===== src/rtl/core/gftt_pkg.sv =====
// Shared types and codes for the pending fence table.
package gftt_pkg;

	localparam int DEPTH_DEFAULT = 16;

	// Operation codes
	localparam logic [1:0] FUNC_SUBMIT   = 2'd0;
	localparam logic [1:0] FUNC_CANCEL   = 2'd1;
	localparam logic [1:0] FUNC_COMPLETE = 2'd2;
	localparam logic [1:0] FUNC_CLEAR    = 2'd3;

	// One stored fence
	typedef struct packed {
		logic        is_ctx;
		logic [31:0] ctx;
		logic [7:0]  ring;
		logic [63:0] gen;
		logic [63:0] rid;
		logic [63:0] guest;
	} slot_entry_t;

	// Controller to datapath commands
	typedef struct packed {
		logic load;
		logic rd_en;
		logic eval;
		logic pass_b;
		logic finish;
	} dp_cmd_t;

	// Datapath to controller status
	typedef struct packed {
		logic hit;
	} dp_stat_t;

endpackage


===== src/rtl/core/gftt_ctrl.sv =====
// Sequencer that sweeps the table one slot per cycle, in one or two passes.
module gftt_ctrl
	import gftt_pkg::*;
#(
	parameter int TABLE_DEPTH = DEPTH_DEFAULT,
	localparam int IW = $clog2(TABLE_DEPTH)
) (
	input  logic          clk,
	input  logic          arst_n,
	input  logic          start,
	input  logic [1:0]    func,
	input  dp_stat_t      stat,
	output logic          busy,
	output dp_cmd_t       cmd,
	output logic [IW-1:0] rd_idx,
	output logic [IW-1:0] eval_idx
);

	localparam logic [1:0] ST_IDLE  = 2'd0;
	localparam logic [1:0] ST_SCAN  = 2'd1;
	localparam logic [1:0] ST_CHECK = 2'd2;

	logic [1:0]    state_q;
	logic [IW:0]   cnt_q;
	logic          eval_s1;
	logic [IW-1:0] eval_idx_s1;
	logic          pass_b_q;
	logic [1:0]    func_q;
	logic          rd_en;
	logic          last_eval;
	logic          go_b;

	assign busy      = (state_q != ST_IDLE);
	assign rd_en     = (state_q == ST_SCAN) && (cnt_q < (IW+1)'(TABLE_DEPTH));
	assign rd_idx    = cnt_q[IW-1:0];
	assign eval_idx  = eval_idx_s1;
	assign last_eval = eval_s1 && (eval_idx_s1 == IW'(TABLE_DEPTH - 1));
	assign go_b      = (func_q == FUNC_COMPLETE) && !pass_b_q && stat.hit;

	// Drive datapath commands
	always_comb begin
		cmd.load   = start && !busy;
		cmd.rd_en  = rd_en;
		cmd.eval   = eval_s1;
		cmd.pass_b = pass_b_q;
		cmd.finish = (state_q == ST_CHECK) && !go_b;
	end

	// Advance the sweep
	always_ff @(posedge clk or negedge arst_n) begin
		if (!arst_n) begin
			state_q  <= ST_IDLE;
			cnt_q    <= '0;
			eval_s1  <= 1'b0;
			pass_b_q <= 1'b0;
			func_q   <= FUNC_SUBMIT;
		end else begin
			eval_s1 <= rd_en;
			if (rd_en) begin
				cnt_q <= cnt_q + 1'b1;
			end
			unique case (state_q)
				ST_IDLE: begin
					if (start) begin
						func_q   <= func;
						pass_b_q <= 1'b0;
						cnt_q    <= '0;
						state_q  <= ST_SCAN;
					end
				end
				ST_SCAN: begin
					if (last_eval) begin
						state_q <= ST_CHECK;
					end
				end
				ST_CHECK: begin
					if (go_b) begin
						pass_b_q <= 1'b1;
						cnt_q    <= '0;
						state_q  <= ST_SCAN;
					end else begin
						state_q <= ST_IDLE;
					end
				end
				default: state_q <= ST_IDLE;
			endcase
		end
	end

	// Track the slot whose read data is in flight
	always_ff @(posedge clk) begin
		eval_idx_s1 <= cnt_q[IW-1:0];
	end

endmodule


===== src/rtl/core/gftt_dp.sv =====
// Slot memory, valid bits, id counters and per-slot evaluation.
module gftt_dp
	import gftt_pkg::*;
#(
	parameter int TABLE_DEPTH = DEPTH_DEFAULT,
	localparam int IW = $clog2(TABLE_DEPTH),
	localparam int CW = $clog2(TABLE_DEPTH + 1)
) (
	input  logic          clk,
	input  logic          arst_n,
	input  dp_cmd_t       cmd,
	input  logic [IW-1:0] rd_idx,
	input  logic [IW-1:0] eval_idx,
	input  logic [1:0]    func,
	input  logic          is_context_fence,
	input  logic [31:0]   context_id,
	input  logic [7:0]    ring_index,
	input  logic [63:0]   batch_generation,
	input  logic [63:0]   guest_id,
	input  logic [63:0]   target_id,
	output dp_stat_t      stat,
	output logic          done,
	output logic          ok,
	output logic [63:0]   assigned_id,
	output logic [63:0]   done_generation,
	output logic [63:0]   done_guest_id,
	output logic [4:0]    pending_count
);

	slot_entry_t mem [TABLE_DEPTH];
	slot_entry_t rd_s1;

	logic [TABLE_DEPTH-1:0] active_q;
	logic [CW-1:0]          count_q;
	logic [31:0]            gctr_q;
	logic [63:0]            cctr_q;

	// Latched operands
	logic [1:0]    func_q;
	logic          ctx_q;
	logic [31:0]   cid_q;
	logic [7:0]    ring_q;
	logic [63:0]   gen_q;
	logic [63:0]   guest_q;
	logic [63:0]   target_q;
	logic [63:0]   assigned_q;

	// Search results
	logic          hit_q;
	logic [IW-1:0] best_idx_q;
	logic [63:0]   best_id_q;
	logic [63:0]   best_gen_q;
	logic [63:0]   best_guest_q;

	logic [31:0] gnext;
	logic [63:0] cnext;
	logic        act;
	logic        match;
	logic        do_set;
	logic        do_drop;
	logic        take_best;
	logic [31:0] cnt_ext;

	assign stat.hit = hit_q;

	// Allocate next ids, skipping zero on wrap
	always_comb begin
		gnext = gctr_q + 32'd1;
		if (gnext == 32'd0) begin
			gnext = 32'd1;
		end
		cnext = cctr_q + 64'd1;
		if (cnext == 64'd0) begin
			cnext = 64'd1;
		end
	end

	// Evaluate the slot whose data just came out of memory
	always_comb begin
		act       = active_q[eval_idx];
		match     = act && (rd_s1.is_ctx == ctx_q) &&
			(!ctx_q || ((rd_s1.ctx == cid_q) && (rd_s1.ring == ring_q)));
		do_set    = 1'b0;
		do_drop   = 1'b0;
		take_best = 1'b0;
		if (cmd.eval) begin
			unique case (func_q)
				FUNC_SUBMIT: do_set = !act && !hit_q;
				FUNC_CANCEL: do_drop = match && (rd_s1.rid == target_q) && !hit_q;
				FUNC_COMPLETE: begin
					if (cmd.pass_b) begin
						do_drop = (act && (eval_idx == best_idx_q)) ||
							(match && (rd_s1.gen == best_gen_q) && (rd_s1.rid <= target_q));
					end else begin
						take_best = match && (rd_s1.rid <= target_q) &&
							(!hit_q || (rd_s1.rid >= best_id_q));
					end
				end
				FUNC_CLEAR: ;
				default: ;
			endcase
		end
	end

	// Write the new fence into the free slot, read one slot per cycle
	always_ff @(posedge clk) begin
		if (do_set) begin
			mem[eval_idx] <= '{is_ctx: ctx_q, ctx: ctx_q ? cid_q : 32'd0,
				ring: ctx_q ? ring_q : 8'd0, gen: gen_q, rid: assigned_q, guest: guest_q};
		end
		if (cmd.rd_en) begin
			rd_s1 <= mem[rd_idx];
		end
	end

	// Latch operands at the accepted beat, and the best match during the first pass
	always_ff @(posedge clk) begin
		if (cmd.load) begin
			func_q   <= func;
			ctx_q    <= is_context_fence;
			cid_q    <= context_id;
			ring_q   <= ring_index;
			gen_q    <= batch_generation;
			guest_q  <= guest_id;
			target_q <= target_id;
		end
		if (take_best) begin
			best_idx_q   <= eval_idx;
			best_id_q    <= rd_s1.rid;
			best_gen_q   <= rd_s1.gen;
			best_guest_q <= rd_s1.guest;
		end
	end

	// Hold table state, counters and the result register
	always_ff @(posedge clk or negedge arst_n) begin
		if (!arst_n) begin
			active_q   <= '0;
			count_q    <= '0;
			gctr_q     <= '0;
			cctr_q     <= '0;
			hit_q      <= 1'b0;
			assigned_q <= '0;
			done       <= 1'b0;
		end else begin
			done <= cmd.finish;
			if (cmd.load) begin
				hit_q      <= 1'b0;
				assigned_q <= '0;
				unique case (func)
					FUNC_SUBMIT: begin
						if (is_context_fence) begin
							cctr_q     <= cnext;
							assigned_q <= cnext;
						end else begin
							gctr_q     <= gnext;
							assigned_q <= {32'd0, gnext};
						end
					end
					FUNC_CLEAR: begin
						active_q <= '0;
						count_q  <= '0;
						hit_q    <= 1'b1;
					end
					default: ;
				endcase
			end
			if (do_set) begin
				active_q[eval_idx] <= 1'b1;
				count_q            <= count_q + 1'b1;
				hit_q              <= 1'b1;
			end
			if (do_drop) begin
				active_q[eval_idx] <= 1'b0;
				if (count_q != '0) begin
					count_q <= count_q - 1'b1;
				end
				if (!cmd.pass_b) begin
					hit_q <= 1'b1;
				end
			end
			if (take_best) begin
				hit_q <= 1'b1;
			end
		end
	end

	assign cnt_ext = 32'(count_q);

	// Register the result beat
	always_ff @(posedge clk) begin
		if (cmd.finish) begin
			ok            <= hit_q;
			assigned_id   <= assigned_q;
			done_generation <= (hit_q && (func_q == FUNC_COMPLETE)) ? best_gen_q : 64'd0;
			done_guest_id <= (hit_q && (func_q == FUNC_COMPLETE)) ? best_guest_q : 64'd0;
			pending_count <= cnt_ext[4:0];
		end
	end

endmodule


===== src/rtl/core/gpu_fence_tracking_table_top.sv =====
// Top level of the pending fence table: sequencer plus datapath.
// One operation is taken when start is high and busy is low. The table is
// swept one slot per cycle through a slot memory with a write port and a
// registered read port. Submit, cancel and clear take one sweep; a complete
// that finds an entry takes a second sweep. The result beat shows for one
// cycle with done high and cannot be stalled; a new start may be given in
// that same cycle.
module gpu_fence_tracking_table_top
	import gftt_pkg::*;
#(
	parameter int TABLE_DEPTH = DEPTH_DEFAULT
) (
	input  logic        clk,
	input  logic        arst_n,
	input  logic        start,
	output logic        busy,
	input  logic [1:0]  func,
	input  logic        is_context_fence,
	input  logic [31:0] context_id,
	input  logic [7:0]  ring_index,
	input  logic [63:0] batch_generation,
	input  logic [63:0] guest_id,
	input  logic [63:0] target_id,
	output logic        done,
	output logic        ok,
	output logic [63:0] assigned_id,
	output logic [63:0] done_generation,
	output logic [63:0] done_guest_id,
	output logic [4:0]  pending_count
);

	localparam int IW = $clog2(TABLE_DEPTH);

	dp_cmd_t       cmd;
	dp_stat_t      stat;
	logic [IW-1:0] rd_idx;
	logic [IW-1:0] eval_idx;

	gftt_ctrl #(.TABLE_DEPTH(TABLE_DEPTH)) u_ctrl (
		.clk      (clk),
		.arst_n   (arst_n),
		.start    (start),
		.func     (func),
		.stat     (stat),
		.busy     (busy),
		.cmd      (cmd),
		.rd_idx   (rd_idx),
		.eval_idx (eval_idx)
	);

	gftt_dp #(.TABLE_DEPTH(TABLE_DEPTH)) u_dp (
		.clk              (clk),
		.arst_n           (arst_n),
		.cmd              (cmd),
		.rd_idx           (rd_idx),
		.eval_idx         (eval_idx),
		.func             (func),
		.is_context_fence (is_context_fence),
		.context_id       (context_id),
		.ring_index       (ring_index),
		.batch_generation (batch_generation),
		.guest_id         (guest_id),
		.target_id        (target_id),
		.stat             (stat),
		.done             (done),
		.ok               (ok),
		.assigned_id      (assigned_id),
		.done_generation  (done_generation),
		.done_guest_id    (done_guest_id),
		.pending_count    (pending_count)
	);

`ifndef NO_ASSERTIONS
	a_done_after_busy: assert property (@(posedge clk) disable iff (!arst_n)
		done |-> $past(busy)) else $error("result beat without an operation");

	a_load_busy: assert property (@(posedge clk) disable iff (!arst_n)
		cmd.load |=> busy) else $error("accepted beat did not start a sweep");

	a_fail_zero: assert property (@(posedge clk) disable iff (!arst_n)
		(done && !ok) |-> ((done_generation == 64'd0) && (done_guest_id == 64'd0)))
		else $error("failed operation reported a completed fence");
`endif

endmodule

===== config.mk =====
export PLATFORM = sky130hd
export DESIGN_NAME = gpu_fence_tracking_table_top
export DESIGN_NICKNAME = d
export VERILOG_FILES = /design/src/rtl/core/gftt_pkg.sv /design/src/rtl/core/gftt_ctrl.sv /design/src/rtl/core/gftt_dp.sv /design/src/rtl/core/gpu_fence_tracking_table_top.sv
export SDC_FILE = /design/constraint.sdc
export NUM_CORES = 2
export LEC_CHECK = 0
export CAP_MARGIN = 10
export CORE_MARGIN = 4
export CORE_UTILIZATION = 55
export DETAILED_ROUTE_END_ITERATION = 6
export DONT_BUFFER_PORTS = 1
export PLACE_DENSITY = 0.69
export SYNTH_ARGS = -nofsm -noshare
export SYNTH_HDL_FRONTEND = slang
export SYNTH_SLANG_ARGS = --single-unit
export TNS_END_PERCENT = 5

===== constraint.sdc =====
create_clock -name clk -period 29.7 [get_ports clk]
set_input_delay 1.485 -clock clk [delete_from_list [all_inputs] [get_ports clk]]
set_output_delay 1.485 -clock clk [all_outputs]
set_load 0.05 [all_outputs]

==> impl_results.md <==
- Setup crit end kind: flop
- I/O Buffers: 0
- Total number of vias: around 86000
- Post-cts gate resize count: 0
- Most numerous cell in the Yosys netlist: edfxtp_1
- Final setup violation count: 0
- Xor/xnor share of the synthesized area: 1.16%
- Worst IR drop on VDD: 0.000102 V
- R2r startpoint: u_ctrl.eval_idx[1]
- Slew @ Worst Pin: 1.39 ns
- Worst R2R Setup Slack: between 20 and 25 ns
- Outcome: completed
- CTS tree: built
- Crit path launch type: flop
- Area leader, netlist: edfxtp_1
- Routability cong.: 0.898
- Routed WL: approximately 430000 um
- Post-synthesis sequential area ratio: slightly below 80%
- Post-synthesis cell type count: ~80
- Post-synthesis simple-gate area fraction: under 10%
- Die height: around 600 um
- Total setup buffers inserted after CTS: 0
- Clk_lat worst skew: slightly below 1 ns
- Post-synth EDFFs: between 4000 and 5000
- First-pass GRT wire length: between 600000 and 700000 um
- Root buffer cell: clkbuf_16
- Mux share of post-synthesis cell area: ~15%
- RSZ-0062 raised after global routing: no
- Max-slew violation count: 0
- Synth Instances: 8181
- Crit share post-route: between 10% and 20%
- Clock slew at reported path FFs: approximately 0.060 ns
- Worst EP required: a little over 30 ns
- Initial drt markers: around 11000
- Reg-to-Reg End: u_dp.mem[3][6]
- Post-route DRC: 0
- Largest family of logic cells by synthesized area: multiplexers
- Drt wl/cell: around 33 um
- Fmax: between 0.15 and 0.2 GHz
- Top cells by area, synth: edfxtp_1 (75%), mux4_2 (14%), dfrtp_1 (2.7%), ha_1 (0.93%), xor2_1 (0.73%)
- Clock skew: 0.0661 ns
- Gr usage total: 25.1%
- Synth top cells by count: edfxtp_1 (4590), mux4_2 (1169), clkbuf_1 (303)
- Hold Crit Class: in2async
- Leakage: roughly 66 nW
- Post-synthesis sequential element count: ~4800
- CTS sink cnt: ~4800
- Post-route minimum period: between 5 and 6 ns
- Row cnt: 211
- Vias per Instance: 6.49
- Async S/R FF share, synth: under 10%
- TritonCTS Buffers: 465
- CTS Hold Bufs: 0
- Adder-cell share of the synthesized area: less than 1%
- Layout cell share with drive strength beyond 1: 23.1%
- Layout area overhead: 11.2%
- DRT Pass-1 Iters: 7
- Num ports: ~440
- Die Wd: 584 um
- Initial antenna violation count: 94
- Final HPWL DP: roughly 230000 um
- Final hold vios: 0
- GR Overflow Total: 0
- Syn Area/Cell: 22.3 um2
- Mapped Nets: between 8000 and 9000
- Worst R2R Path Depth: 8
- Clock buffer depth: 4
- Number of max-cap violations: 0
- Slew headroom: 7.63%
- Finished Core Util: 61.5%
- Initial core utilization: roughly 55%
- H-tree depth: 5
- Worst EP arrival: approximately 6.2 ns
- Die ar.: approximately 340000 um2
- Crit Path Max Fanout: 91
- Largest net degree at the start of global routing: just under 200
- Top_reg_cell synth: edfxtp_1
- Cell area power density: between 80 and 90 nW/um2
- Vias in the first global route: approximately 87000
- Setup CP Type: reg2reg
- Final ANT Viol Nets: 0
- Synth Warn #: 0
- Yosys top cell area share: between 70% and 80%
- Compound-Gate Fraction of Synth Area: between 1 and 1.5%
- Cell Area, Synth: 183000 um2
- Final TNS setup: 0 ns
- Final nets: 8769
- CORE AREA: approximately 330000 um2
kinds of logic after synthesis:
logic type / after synthesis
compound gates: 372
fa+ha+maj: 136
flops: 4788
xor+xnor: 241
buf+inv: 556
mux: 1185
simple gates: 903
report_power, final:
group / total (mW) / internal [mW] / switching, mW
registers: 8.43 / 8.01 / 0.417
clock network: 5.77 / 3.27 / 2.50
logic: 3.43 / 1.67 / 1.76
metrics by stage:
stage               setup slack, ns  total power [mW]  instance area [um2]  cells  hold slack (ns)
global placement              24.17              12.0               188000  12300            0.405
CTS                           24.09              17.8               203000  13200            0.126
floorplan                      8.33              11.0               183000   8181            0.345
finish                        24.09              17.6               203000  13200            0.241
global route                  23.84              18.3               203000  13200            0.177
detailed placement            24.11              12.0               188000  12300            0.405
cell type report:
cell class	count	area, um2
clock buffers	576	12300
multi-input cells	2837	38000
clock inverters	286	2640
well taps	4366	5460
repair buffers	141	1380
inverters	162	616
fillers	22200	127000
flip-flops and latches	4788	143000
diodes	34	85.1
placed cells by master (no fill, tap or decap), drive strengths merged, types with 84 or more instances in the layout:
| master | count |
|---|---|
| o21ai | 84 |
| dfrtp | 194 |
| and3 | 147 |
| a21oi | 92 |
| nand4 | 99 |
| clkinv | 220 |
| nor2 | 126 |
| inv | 174 |
| xnor2 | 89 |
| ha | 136 |
| clkbuf | 576 |
| edfxtp | 4590 |
| mux4 | 1169 |
| buf | 141 |
| nand2 | 182 |
| xor2 | 152 |
state kept, by name (all words and copies together) (netlist names), 5 cells and up:
signal,flops
u_dp.cctr_q,64
u_dp.done_guest_id,64
u_dp.rd_s1,233
u_dp.count_q,5
u_dp.cid_q,32
u_dp.mem,3728
u_dp.target_q,64
u_dp.assigned_id,64
u_dp.active_q,16
u_dp.gen_q,64
u_dp.guest_q,64
u_dp.assigned_q,64
u_dp.best_id_q,64
u_dp.done_generation,64
u_dp.gctr_q,32
u_dp.pending_count,5
u_dp.best_guest_q,64
u_dp.ring_q,8
u_dp.best_gen_q,64
u_ctrl.cnt_q,5
worst max-delay path by stage:
stage,startpoint,endpoint
CTS,u_dp.rd_s1[121],u_dp.best_id_q[56]
global route,u_ctrl.eval_idx[1],u_dp.mem[3][58]
global placement,u_dp.rd_s1[121],u_dp.best_id_q[48]
finish,u_ctrl.eval_idx[1],u_dp.mem[3][6]
detailed placement,u_dp.rd_s1[121],u_dp.best_id_q[49]
floorplan,u_dp.rd_s1[121],u_dp.best_gen_q[0]
per-layer routing:
metal	GRT usage, %	wire [um]
met1	36.7	172000
met2	39.6	208000
met5	0	325
met3	5.17	39400
met4	6.37	10300
critical path, stage by stage, from the launching register on:
cell	delay [ns]
dfxtp_1	0.61
mux4_2	0.59
mux2_2	0.28
a21oi_1	0.32
and3_1	0.59
nand2_1	0.41
nor2_4	0.80
buf_12	0.64
buf_4	0.79
Power figures use the tool's default switching activity.
